===== src/rtl/utt_pkg.sv =====
// ----------------------------------------------------------------------------
// utt_pkg
// Types and constants shared by the UTF-8 to UTF-16 transcoder modules.
// ----------------------------------------------------------------------------
package utt_pkg;

  localparam logic [15:0] REPLACEMENT     = 16'hFFFD;
  localparam logic [15:0] HIGH_SURR       = 16'hD800;
  localparam logic [15:0] LOW_SURR        = 16'hDC00;
  localparam logic [15:0] SURR_TEST_MASK  = 16'hF800;
  localparam logic [20:0] SUPP_BASE       = 21'h010000;
  localparam logic [20:0] LAST_CODE_POINT = 21'h10FFFF;
  localparam logic [20:0] MIN_CP_LEN2     = 21'h000080;
  localparam logic [20:0] MIN_CP_LEN3     = 21'h000800;
  localparam logic [2:0]  SEQ_LEN2        = 3'd2;
  localparam logic [2:0]  SEQ_LEN3        = 3'd3;
  localparam logic [2:0]  SEQ_LEN4        = 3'd4;

  localparam int FIFO_DEPTH = 4;
  localparam int PTR_W      = $clog2(FIFO_DEPTH);
  localparam int CNT_W      = $clog2(FIFO_DEPTH + 1);

  // One accepted input byte, held in the input register.
  typedef struct packed {
    logic       valid;
    logic [7:0] data;
    logic       last;
  } in_item_t;

  // Results of one byte: up to two code units, each with its last flag.
  typedef struct packed {
    logic [1:0]  count;
    logic [15:0] unit0;
    logic        last0;
    logic [15:0] unit1;
    logic        last1;
  } result_t;

endpackage


===== src/rtl/utt_in_stage.sv =====
// ----------------------------------------------------------------------------
// utt_in_stage
// Input register: holds one byte until the decoder can hand its results on.
// ----------------------------------------------------------------------------
module utt_in_stage (
  input  logic              clk,
  input  logic              rst_n,
  input  logic              in_tvalid,
  output logic              in_tready,
  input  logic [7:0]        in_tdata,   // in_byte
  input  logic              in_tlast,   // in_last
  input  logic              room,
  output utt_pkg::in_item_t item,
  output logic              advance
);
  import utt_pkg::*;

  logic       valid_r;
  logic [7:0] data_r;
  logic       last_r;

  assign advance   = valid_r && room;
  assign in_tready = !valid_r || advance;

  always_ff @(posedge clk) begin
    if (!rst_n) begin
      valid_r <= 1'b0;
    end else if (in_tready) begin
      valid_r <= in_tvalid;
    end
  end

  always_ff @(posedge clk) begin
    if (in_tready && in_tvalid) begin
      data_r <= in_tdata;
      last_r <= in_tlast;
    end
  end

  assign item = '{valid: valid_r, data: data_r, last: last_r};

endmodule


===== src/rtl/utt_decoder.sv =====
// ----------------------------------------------------------------------------
// utt_decoder
// Sequence state and the single-pass decode of one byte into code units.
// ----------------------------------------------------------------------------
module utt_decoder (
  input  logic              clk,
  input  logic              rst_n,
  input  utt_pkg::in_item_t item,
  input  logic              advance,
  output utt_pkg::result_t  result
);
  import utt_pkg::*;

  typedef struct packed {
    logic        emit;
    logic [15:0] unit;
    logic        open;
    logic [20:0] acc;
    logic [2:0]  len;
    logic [1:0]  pend;
  } lead_t;

  logic [1:0]  pend_r, pend_nxt;
  logic [2:0]  len_r, len_nxt;
  logic [20:0] acc_r, acc_nxt;

  lead_t       lead;
  logic [20:0] acc_ext;
  logic [1:0]  pend_dec;
  logic [19:0] supp;
  logic        bad;
  logic [1:0]  n;
  logic [15:0] u0, u1;

  function automatic lead_t take_lead(input logic [7:0] b, input logic last);
    lead_t      l;
    logic [2:0] ones;
    logic [7:0] masked;
    begin
      if (!b[7])      ones = 3'd0;
      else if (!b[6]) ones = 3'd1;
      else if (!b[5]) ones = 3'd2;
      else if (!b[4]) ones = 3'd3;
      else if (!b[3]) ones = 3'd4;
      else            ones = 3'd5;
      masked = b & (8'h7F >> ones);
      l = '0;
      if (ones == 3'd0) begin
        l.emit = 1'b1;
        l.unit = {8'h00, b};
      end else if (ones == 3'd1 || ones > SEQ_LEN4 || last) begin
        l.emit = 1'b1;
        l.unit = REPLACEMENT;
      end else begin
        l.open = 1'b1;
        l.acc  = {13'd0, masked};
        l.len  = ones;
        l.pend = 2'(ones - 3'd1);
      end
      return l;
    end
  endfunction

  always_comb begin
    lead     = take_lead(item.data, item.last);
    acc_ext  = {acc_r[14:0], item.data[5:0]};
    pend_dec = pend_r - 2'd1;
    supp     = 20'(acc_ext - SUPP_BASE);
    case (len_r)
      SEQ_LEN2: bad = acc_ext < MIN_CP_LEN2;
      SEQ_LEN3: bad = acc_ext < MIN_CP_LEN3 ||
                      (acc_ext[15:0] & SURR_TEST_MASK) == HIGH_SURR;
      default:  bad = acc_ext < SUPP_BASE || acc_ext > LAST_CODE_POINT;
    endcase

    n        = 2'd0;
    u0       = REPLACEMENT;
    u1       = REPLACEMENT;
    pend_nxt = 2'd0;
    len_nxt  = 3'd0;
    acc_nxt  = '0;

    if (pend_r != 2'd0) begin
      if (item.data[7:6] == 2'b10) begin
        if (pend_dec == 2'd0) begin
          n = 2'd1;
          if (!bad && acc_ext < SUPP_BASE) begin
            u0 = acc_ext[15:0];
          end else if (!bad) begin
            // Supplementary plane: high surrogate first, then low.
            n  = 2'd2;
            u0 = HIGH_SURR | {6'd0, supp[19:10]};
            u1 = LOW_SURR | {6'd0, supp[9:0]};
          end
        end else if (item.last) begin
          n = 2'd1;
        end else begin
          pend_nxt = pend_dec;
          len_nxt  = len_r;
          acc_nxt  = acc_ext;
        end
      end else begin
        // Cut sequence: replacement, then the byte is taken as a new lead.
        n  = lead.emit ? 2'd2 : 2'd1;
        u1 = lead.unit;
        if (lead.open) begin
          pend_nxt = lead.pend;
          len_nxt  = lead.len;
          acc_nxt  = lead.acc;
        end
      end
    end else begin
      n  = {1'b0, lead.emit};
      u0 = lead.unit;
      if (lead.open) begin
        pend_nxt = lead.pend;
        len_nxt  = lead.len;
        acc_nxt  = lead.acc;
      end
    end

    if (item.last) begin
      pend_nxt = 2'd0;
      len_nxt  = 3'd0;
      acc_nxt  = '0;
    end

    result = '{count: n, unit0: u0, last0: item.last && n == 2'd1,
               unit1: u1, last1: item.last && n == 2'd2};
  end

  always_ff @(posedge clk) begin
    if (!rst_n) begin
      pend_r <= 2'd0;
      len_r  <= 3'd0;
      acc_r  <= '0;
    end else if (advance) begin
      pend_r <= pend_nxt;
      len_r  <= len_nxt;
      acc_r  <= acc_nxt;
    end
  end

  a_open_len : assert property (@(posedge clk) disable iff (!rst_n)
    pend_r != 2'd0 |-> (len_r == SEQ_LEN2 || len_r == SEQ_LEN3 || len_r == SEQ_LEN4))
    else $error("open sequence with a bad length");

  a_pend_below_len : assert property (@(posedge clk) disable iff (!rst_n)
    pend_r != 2'd0 |-> {1'b0, pend_r} < len_r)
    else $error("more continuation bytes pending than the sequence holds");

  a_last_idle : assert property (@(posedge clk) disable iff (!rst_n)
    advance && item.last |=> pend_r == 2'd0)
    else $error("decoder not idle after the final byte");

  a_last_emits : assert property (@(posedge clk) disable iff (!rst_n)
    advance && item.last |-> result.count != 2'd0)
    else $error("final byte produced no code unit");

endmodule


===== src/rtl/utt_out_fifo.sv =====
// ----------------------------------------------------------------------------
// utt_out_fifo
// Result queue, per cycle: up to two units in, one out on out_tready.
// ----------------------------------------------------------------------------
module utt_out_fifo (
  input  logic             clk,
  input  logic             rst_n,
  input  utt_pkg::result_t result,
  input  logic             push,
  output logic             room,
  output logic             out_tvalid,
  input  logic             out_tready,
  output logic [15:0]      out_tdata,   // utf16_unit
  output logic             out_tlast    // out_last
);
  import utt_pkg::*;

  logic [16:0]      mem_r [FIFO_DEPTH];
  logic [PTR_W-1:0] wr_ptr_r, rd_ptr_r;
  logic [CNT_W-1:0] count_r, count_nxt;
  logic             pop;
  logic [1:0]       push_n;

  // Room for a full pair regardless of this cycle's read.
  assign room       = count_r <= CNT_W'(FIFO_DEPTH - 2);
  assign out_tvalid = count_r != '0;
  assign pop        = out_tvalid && out_tready;
  assign push_n     = push ? result.count : 2'd0;
  assign out_tdata  = mem_r[rd_ptr_r][16:1];
  assign out_tlast  = mem_r[rd_ptr_r][0];

  always_comb begin
    count_nxt = count_r + CNT_W'(push_n) - CNT_W'(pop);
  end

  always_ff @(posedge clk) begin
    if (!rst_n) begin
      wr_ptr_r <= '0;
      rd_ptr_r <= '0;
      count_r  <= '0;
    end else begin
      wr_ptr_r <= wr_ptr_r + PTR_W'(push_n);
      rd_ptr_r <= rd_ptr_r + PTR_W'(pop);
      count_r  <= count_nxt;
    end
  end

  always_ff @(posedge clk) begin
    if (push_n != 2'd0) begin
      mem_r[wr_ptr_r] <= {result.unit0, result.last0};
    end
    if (push_n == 2'd2) begin
      mem_r[wr_ptr_r + PTR_W'(1)] <= {result.unit1, result.last1};
    end
  end

  a_no_overflow : assert property (@(posedge clk) disable iff (!rst_n)
    count_r <= CNT_W'(FIFO_DEPTH))
    else $error("result queue overflow");

  a_push_room : assert property (@(posedge clk) disable iff (!rst_n)
    push |-> room)
    else $error("results pushed without room for a pair");

  a_ptr_span : assert property (@(posedge clk) disable iff (!rst_n)
    count_r != CNT_W'(FIFO_DEPTH) |->
      PTR_W'(wr_ptr_r - rd_ptr_r) == PTR_W'(count_r))
    else $error("queue pointers disagree with the fill count");

endmodule


===== src/rtl/utf8_to_utf16_transcoder_top.sv =====
// ----------------------------------------------------------------------------
// utf8_to_utf16_transcoder_top
// UTF-8 byte stream in, UTF-16 code unit stream out.
// ----------------------------------------------------------------------------
// The block takes one UTF-8 byte per cycle while its result queue has room
// and gives UTF-16 code units, with 0xFFFD in place of every invalid
// sequence and a surrogate pair for code points of 0x10000 and above. A byte
// goes into the input register, is decoded from there and its units are
// written to a four-entry result queue that drives out_tdata. The output side
// gives one unit per cycle while out_tready is high, so input runs at one
// byte per cycle as long as the text averages no more than one unit per
// byte; a burst of two-unit results (a cut sequence followed by a byte that
// makes a unit of its own) makes the queue fill and holds in_tready low
// until there is room for a pair. out_tlast is set on the final unit
// produced by the byte that carried in_tlast; the decoder is idle after it.
module utf8_to_utf16_transcoder_top (
  input  logic        clk,
  input  logic        rst_n,
  input  logic        in_tvalid,
  output logic        in_tready,
  input  logic [7:0]  in_tdata,    // in_byte
  input  logic        in_tlast,    // in_last
  output logic        out_tvalid,
  input  logic        out_tready,
  output logic [15:0] out_tdata,   // utf16_unit
  output logic        out_tlast    // out_last
);
  import utt_pkg::*;

  in_item_t item;
  result_t  result;
  logic     advance;
  logic     room;

  utt_in_stage u_in_stage (
    .clk       (clk),
    .rst_n     (rst_n),
    .in_tvalid (in_tvalid),
    .in_tready (in_tready),
    .in_tdata  (in_tdata),
    .in_tlast  (in_tlast),
    .room      (room),
    .item      (item),
    .advance   (advance)
  );

  utt_decoder u_decoder (
    .clk     (clk),
    .rst_n   (rst_n),
    .item    (item),
    .advance (advance),
    .result  (result)
  );

  utt_out_fifo u_out_fifo (
    .clk        (clk),
    .rst_n      (rst_n),
    .result     (result),
    .push       (advance),
    .room       (room),
    .out_tvalid (out_tvalid),
    .out_tready (out_tready),
    .out_tdata  (out_tdata),
    .out_tlast  (out_tlast)
  );

endmodule

===== config.mk =====
export PLATFORM = sky130hd
export DESIGN_NAME = utf8_to_utf16_transcoder_top
export DESIGN_NICKNAME = d
export VERILOG_FILES = /design/src/rtl/utt_pkg.sv /design/src/rtl/utt_in_stage.sv /design/src/rtl/utt_decoder.sv /design/src/rtl/utt_out_fifo.sv /design/src/rtl/utf8_to_utf16_transcoder_top.sv
export SDC_FILE = /design/constraint.sdc
export NUM_CORES = 1
export LEC_CHECK = 0
export ABC_AREA = 1
export BUFFER_PORTS_ARGS = -buffer_cell sky130_fd_sc_hd__buf_2
export CAP_MARGIN = 10
export CORE_MARGIN = 5
export CORE_UTILIZATION = 50
export CTS_CLUSTER_DIAMETER = 60
export DETAILED_ROUTE_END_ITERATION = 10
export PLACE_DENSITY = 0.67
export SETUP_SLACK_MARGIN = 0.3
export SLEW_MARGIN = 20
export SYNTH_ARGS = -nofsm -noshare
export SYNTH_HDL_FRONTEND = slang
export SYNTH_SLANG_ARGS = --single-unit

===== constraint.sdc =====
create_clock -name clk -period 3.8 [get_ports clk]
set_clock_uncertainty 0.15 [all_clocks]
set_input_delay 0.19 -clock clk [delete_from_list [all_inputs] [get_ports clk]]
set_output_delay 0.19 -clock clk [all_outputs]
set_load 0.01 [all_outputs]

Word level (Yosys, flattened, before mapping)
Memories as Yosys holds them, arrays and structs flattened. A register that Yosys moved wholly into a read port is not among the register bits.
Index checks and enable logic that the tools add are counted.
Storage, ports and cells
  RAM bits: 68
  output and inout bits: 19
  memories kept: 1
  word-level logic and storage cells: 102
  register bits: 37
  input bits: 13
Memories
  u_out_fifo.mem_r: words 4, bits a word 17, rd ports 1, clocked after Yosys merged registers in 1, write ports 2, line utt_out_fifo.sv:18  | logic [16:0] mem_r [FIFO_DEPTH];
Cells by class
  multiplexer cells: 48
  shift operators: 1
  eq/ne operators: 9
  reductions and logical operators: 19
  $add $sub $neg: 8
  bitwise operators: 1
  $lt $le $gt $ge: 6
Operator list (number)
  $mux W16: 8
  $mux W15: 5
  $mux W27: 2
  $mux W17: 2
  $mux W14: 2
  $mux W3: 9
  $mux W2: 13
  $gt A21 B21 Y1 const B: 1
  $lt A21 B12 Y1 const B: 1
  $lt A21 B17 Y1 const B: 1
  $lt A21 B8 Y1 const B: 1
  $sub A20 B17 Y20 const B: 1
  $and A8 B8 Y8: 1
  $shr A7 B3 Y8 const A: 1
  $eq A2 B2 Y1 const B: 3
  $eq A3 B2 Y1 const B: 2
  $logic_and A1 B1 Y1: 6
  $mux W1: 6
  $eq A5 B5 Y1 const B: 1
  $logic_or A1 B1 Y1: 5
  $ne A4 B4 Y1 const B: 1
  $reduce_bool A2 Y1: 2
  $sub A2 B1 Y2 const B: 2
  $add A3 B2 Y3: 1
  14 further kinds: 15

Logic depth before layout (Yosys ltp)
  depth in word-level cells: 17
  gate-level depth with buffers: 20
  gate-level depth less buffers: 20

Cells and area by module
From an unflattened synthesis, not the netlist that was laid out.
Second synthesis, totals
  cells, all modules: 756
  area, all modules: 6344.8 µm²
Modules (own cells, without submodules)
  utt_out_fifo: cells each 397, area an instance 4025.1 µm², times used 1, seq. area each 2182.1 µm²
  utt_decoder: cells each 339, area an instance 1975.6 µm², times used 1, seq. area each 400.4 µm²
  utt_in_stage: cells each 20, area an instance 344.1 µm², times used 1, seq. area each 290.3 µm²

Least setup slack after synthesis
OpenSTA, ideal clock, no wires.
  kind: register to register
  start: register u_in_stage.data_r[7]
  end: register u_out_fifo.count_r[2]
  path slack: 0.605 ns
  buffers on the path: 1
  required time: 3.530 ns
  clock period less this slack: 3.195 ns
  setup time: 0.120 ns
  arrival: 2.925 ns
  cell stages (with the launch flop): 20
  cells stage by stage: edfxtp_1 inv_2 nor2_8 inv_4 nand2_4 inv_2 ha_1 inv_1 nor2_1 inv_2 nand2_2 buf_2 a21oi_1 o21ai_1 nor2_1 ha_1 fa_1 xor2_1 o21ai_0 a21oi_1
Between the ends
  cells in the longest elaborated chain, start to end: 12
  elaborated cells between the ends (all ways): 15
  those cells by class: add/sub (2); order compare (1); eq/ne (2); mux (7); reduce/logical (3)
Ends and longest elaborated chain
  start, declared: line utt_in_stage.sv:19  | logic [7:0] data_r;
  start signal, assigned: line utt_in_stage.sv:35  | data_r <= in_tdata;
  $mux W3: line utt_decoder.sv:40  | if (!b[7]) ones = 3'd0;
  $gt A3 B3 Y1 / $eq A3 B1 Y1 (equally long branches): line utt_decoder.sv:51  | end else if (ones == 3'd1 || ones > SEQ_LEN4 || last) begin
  $logic_or A1 B1 Y1 (2 in series): line utt_decoder.sv:51
  $mux W17: line utt_decoder.sv:51
  $mux W17: line utt_decoder.sv:48  | if (ones == 3'd0) begin
  $mux W2: line utt_decoder.sv:104  | n = lead.emit ? 2'd2 : 2'd1;
  $mux W2: line utt_decoder.sv:84  | if (item.data[7:6] == 2'b10) begin
  $mux W2 (*): line utt_decoder.sv:83  | if (pend_r != 2'd0) begin
  $mux W2 (*): line utt_out_fifo.sv:28  | assign push_n = push ? result.count : 2'd0;
  $add A3 B2 Y3 (*): line utt_out_fifo.sv:33  | count_nxt = count_r + CNT_W'(push_n) - CNT_W'(pop);
  $sub A3 B1 Y3 (*): line utt_out_fifo.sv:33
  end signal, assigned: line utt_out_fifo.sv:44  | count_r <= count_nxt;
  end, declared: line utt_out_fifo.sv:20  | logic [CNT_W-1:0] count_r, count_nxt;
Mark *: on every way between the ends. The rest lies on a longest branch, timed or not.
A chain may end at the register's enable or synchronous reset.

==> impl_metrics.json <==
{
  "power_leakage_nw": 2.97,
  "reg2reg_slack_ns": 0.45,
  "vias": 5211,
  "reg2reg_depth": 18,
  "dp.cells": 905,
  "placed_cell_area_um2": 6150,
  "path_clk_slew_ns": 0.07,
  "setup-tns-final_ns": 0,
  "syn_inst": 744,
  "final_cells": 945,
  "drive_gt1_share_pct": 13.1,
  "grt_max_degree": 37,
  "cp.arrival_ns": 3.23,
  "detail-route-antenna-nets": 0,
  "final_nets": 822,
  "syn_area_um2": 5820,
  "start_util_pct": 51.0,
  "multi_input_area_um2": 2570,
  "max_slew_margin_pct": 36.3,
  "firstDrtPassIters": 5,
  "crit_buf_inv": 10,
  "finalHoldViolations": 0,
  "cpMaxStageDelayCell": "edfxtp_1",
  "synth_ff_type": "edfxtp_1",
  "outcome": "finished, final reports clean",
  "cts_sinks": 105,
  "power.density_nw_per_um2": 511,
  "critPathKind": "flop to flop",
  "whs_endpoint": "u_decoder.len_r[1]",
  "die_w_um": 118,
  "slew_viol_final": 0,
  "async_reset_ff_share_pct": 0,
  "synth_top_cell_by_area": "edfxtp_1",
  "grtUsageTotal_pct": 22.5,
  "antenna_found_initial": 0,
  "reg2reg_to": "u_out_fifo.mem_r[2][16]",
  "holdPathStages": 2,
  "routed_via_density": 5.51,
  "n_antenna_cell": 0,
  "synth_fp_nets": 769,
  "clk_latency_ns": 0.35,
  "numPortBuffers": 31,
  "start_kind": "flop",
  "die_h_um": 118,
  "fmax_ghz": 0.298,
  "min_path_type": "flop to flop",
  "fin_area_um2": 6650,
  "ys_warn_count": 0,
  "grt_pass1_wl_um": 25200,
  "crit_fanout": 17,
  "yosysMostFrequentCell": "nand2_1",
  "cts_tree": "built",
  "place.gp.congestion": 0.964,
  "wl_um": 15600,
  "ios": 32,
  "core-area_um2": 11400,
  "grt_pass1_vias": 4859,
  "clock-root-buffer": "clkbuf_16",
  "grt_setup_unrepaired": "false",
  "synthTopCellsByArea": "edfxtp_1 40%, nand2_1 16%, dfxtp_1 9.6%, o21ai_0 5.1%, nor2_1 4.6%",
  "worst_pin_slew_ns": 0.955,
  "maxCapViolCount": 0,
  "ys_ff_latch": 105,
  "critPathCaptureType": "flop",
  "drtIter0Drc": 420,
  "area_growth_syn_to_layout_pct": 14.2,
  "seqCellArea_um2": 2870,
  "min_period_ns": 3.35,
  "cts_made_buffers": 9,
  "yosys.area.top_type_share_pct": 39.7,
  "slowest_delay_ns": 0.43,
  "syn_area_per_cell_um2": 7.83,
  "seq_area_frac_synth_pct": 49.3,
  "setup_violations": 0,
  "reg2reg_from": "u_in_stage.data_r[7]",
  "whs_ns": 0.320,
  "overflow": 0,
  "yosys.cell_types.count": 38,
  "dpl.hpwl_um": 11000,
  "fin_crit_sh_pct": 88.2,
  "synth_edf_count": 77,
  "drc_errors": 0,
  "htreeDepth": 3,
  "synthTopCellsByCount": "244 x nand2_1, 77 x edfxtp_1, 72 x nor2_1",
  "path_cells": "inv_2 -> nor2_8 -> inv_4 -> nand2_4 -> inv_2 -> ha_1 -> inv_1 -> nor2_4 -> inv_2 -> nand2_4 -> inv_2 -> nor2_4 -> buf_4 -> buf_4 -> buf_4 -> nand4_2 -> nand2_1 -> buf_4",
  "min_from": "u_decoder.len_r[1]",
  "nFillCells": 1048,
  "cts_buffer_depth": 2,
  "crit_family": "buffers and inverters",
  "cp.required_ns": 3.68,
  "routedWlPerCell_um": 16.6,
  "irDropWorstVdd_mv": 0.296,
  "rows": 39,
  "fp.dieArea_um2": 13900,
  "power.total_mw": 3.40
}
[sequential cells by signal, indices dropped and copies added, names as in the netlist]
register and flops:
u_out_fifo.mem_r 68, u_decoder.acc_r 15, u_in_stage.data_r 8, u_decoder.len_r 3, u_out_fifo.count_r 3, u_decoder.pend_r 2, u_out_fifo.rd_ptr_r 2, u_out_fifo.wr_ptr_r 2
u_in_stage.last_r 1, u_in_stage.valid_r 1
[cells by family (layout without fill, tap and decap cells)]
| family | Yosys count | in the layout | share of synthesized area, % |
|---|---|---|---|
| AOI/OAI and AO/OA | 136 | 136 | 12.6 |
| xor gates and xnor gates | 5 | 5 | 0.752 |
| adders and majority gates | 12 | 12 | 2.71 |
| buffers and inverters | 101 | 159 | 6.79 |
| DFF | 105 | 105 | 49.3 |
| and+or+nand+nor | 385 | 385 | 27.8 |
[layer usage]
metal | routed length [um] | up-vias | global-route usage (%)
li1 | - | 2580 | -
met1 | 6670 | 2390 | 28.9
met2 | 7610 | 211 | 38.3
met3 | 1020 | 30 | 3.99
met4 | 348 | 0 | 7.74
met5 | 0 | - | 0
[power by group]
part,switching [mW],internal [mW],total (mW)
sequential,0.0411,1.36,1.40
combinational,0.717,0.380,1.10
clock,0.444,0.454,0.898
total,1.20,2.19,3.40
[worst max path at each step]
stage | startpoint | to | slack, ns | cells past startpoint
final | u_in_stage.data_r[7] | u_out_fifo.mem_r[2][16] | 0.45 | 18
after global routing | u_in_stage.data_r[7] | u_out_fifo.count_r[2] | 0.26 | 19
after CTS | u_in_stage.data_r[7] | u_out_fifo.count_r[2] | 0.33 | 20
after detailed placement | u_in_stage.data_r[7] | u_out_fifo.count_r[2] | 0.08 | 20
after global placement | u_in_stage.data_r[7] | u_out_fifo.count_r[2] | 0.25 | 20
after floorplan | u_in_stage.data_r[7] | u_out_fifo.count_r[2] | 0.60 | 19
[what timing repair did]
| action | CTS | global route |
|---|---|---|
| gates resized for setup | 3 | 1 |
| hold endpoints to repair | 15 | 0 |
| buffers inserted | 0 | 13 |
| hold buffers | 11 | 0 |
| endpoints found under the setup margin | 2 | 2 |
| pin swaps | 0 | 5 |
[cell type report]
type / instances / share of cell area, %
tap: 143 / 2.69
inverter: 73 / 4.16
multi-input combinational: 538 / 38.6
clock inverter: 6 / 0.715
sequential: 105 / 43.2
clock buffer: 10 / 3.44
timing repair buffer: 70 / 7.15
[worst reg2reg max path: stages, from the launching register on]
cell	delay, ns
edfxtp_1	0.43
inv_2	0.13
nor2_8	0.07
inv_4	0.12
nand2_4	0.07
inv_2	0.07
ha_1	0.15
inv_1	0.11
nor2_4	0.15
inv_2	0.10
nand2_4	0.14
inv_2	0.08
nor2_4	0.17
buf_4	0.13
buf_4	0.10
buf_4	0.10
nand4_2	0.30
nand2_1	0.17
buf_4	0.28
[layout by cell type (no fill, tap or decap), types with 2 or more instances in the layout]
| cell type | n |
|---|---|
| a21oi_1 | 35 |
| o22ai_1 | 19 |
| inv_1 | 60 |
| inv_2 | 12 |
| nand2_1 | 244 |
| xor2_1 | 2 |
| ha_1 | 11 |
| edfxtp_1 | 77 |
| nor2_4 | 3 |
| o211ai_1 | 3 |
| nor2_1 | 71 |
| nand3_1 | 43 |
| nand4_2 | 4 |
| dlygate4sd3_1 | 11 |
| buf_4 | 28 |
| nand4_1 | 10 |
| o21ai_1 | 11 |
| xnor2_1 | 3 |
| nor2_2 | 3 |
| dfxtp_1 | 28 |
| nand2_4 | 2 |
| buf_2 | 31 |
| o21ai_2 | 2 |
| o21ai_0 | 59 |
| clkbuf_16 | 9 |
| inv_6 | 4 |
[through the flow]
step | utilization (%) | setup slack (ns)
after floorplan | - | 0.605
after global placement | 53.9 | 0.245
after detailed placement | 53.9 | 0.0751
after CTS | 57.3 | 0.326
after global routing | 58.2 | 0.258
final | 58.2 | 0.450
(Power assumes the default switching activity.)
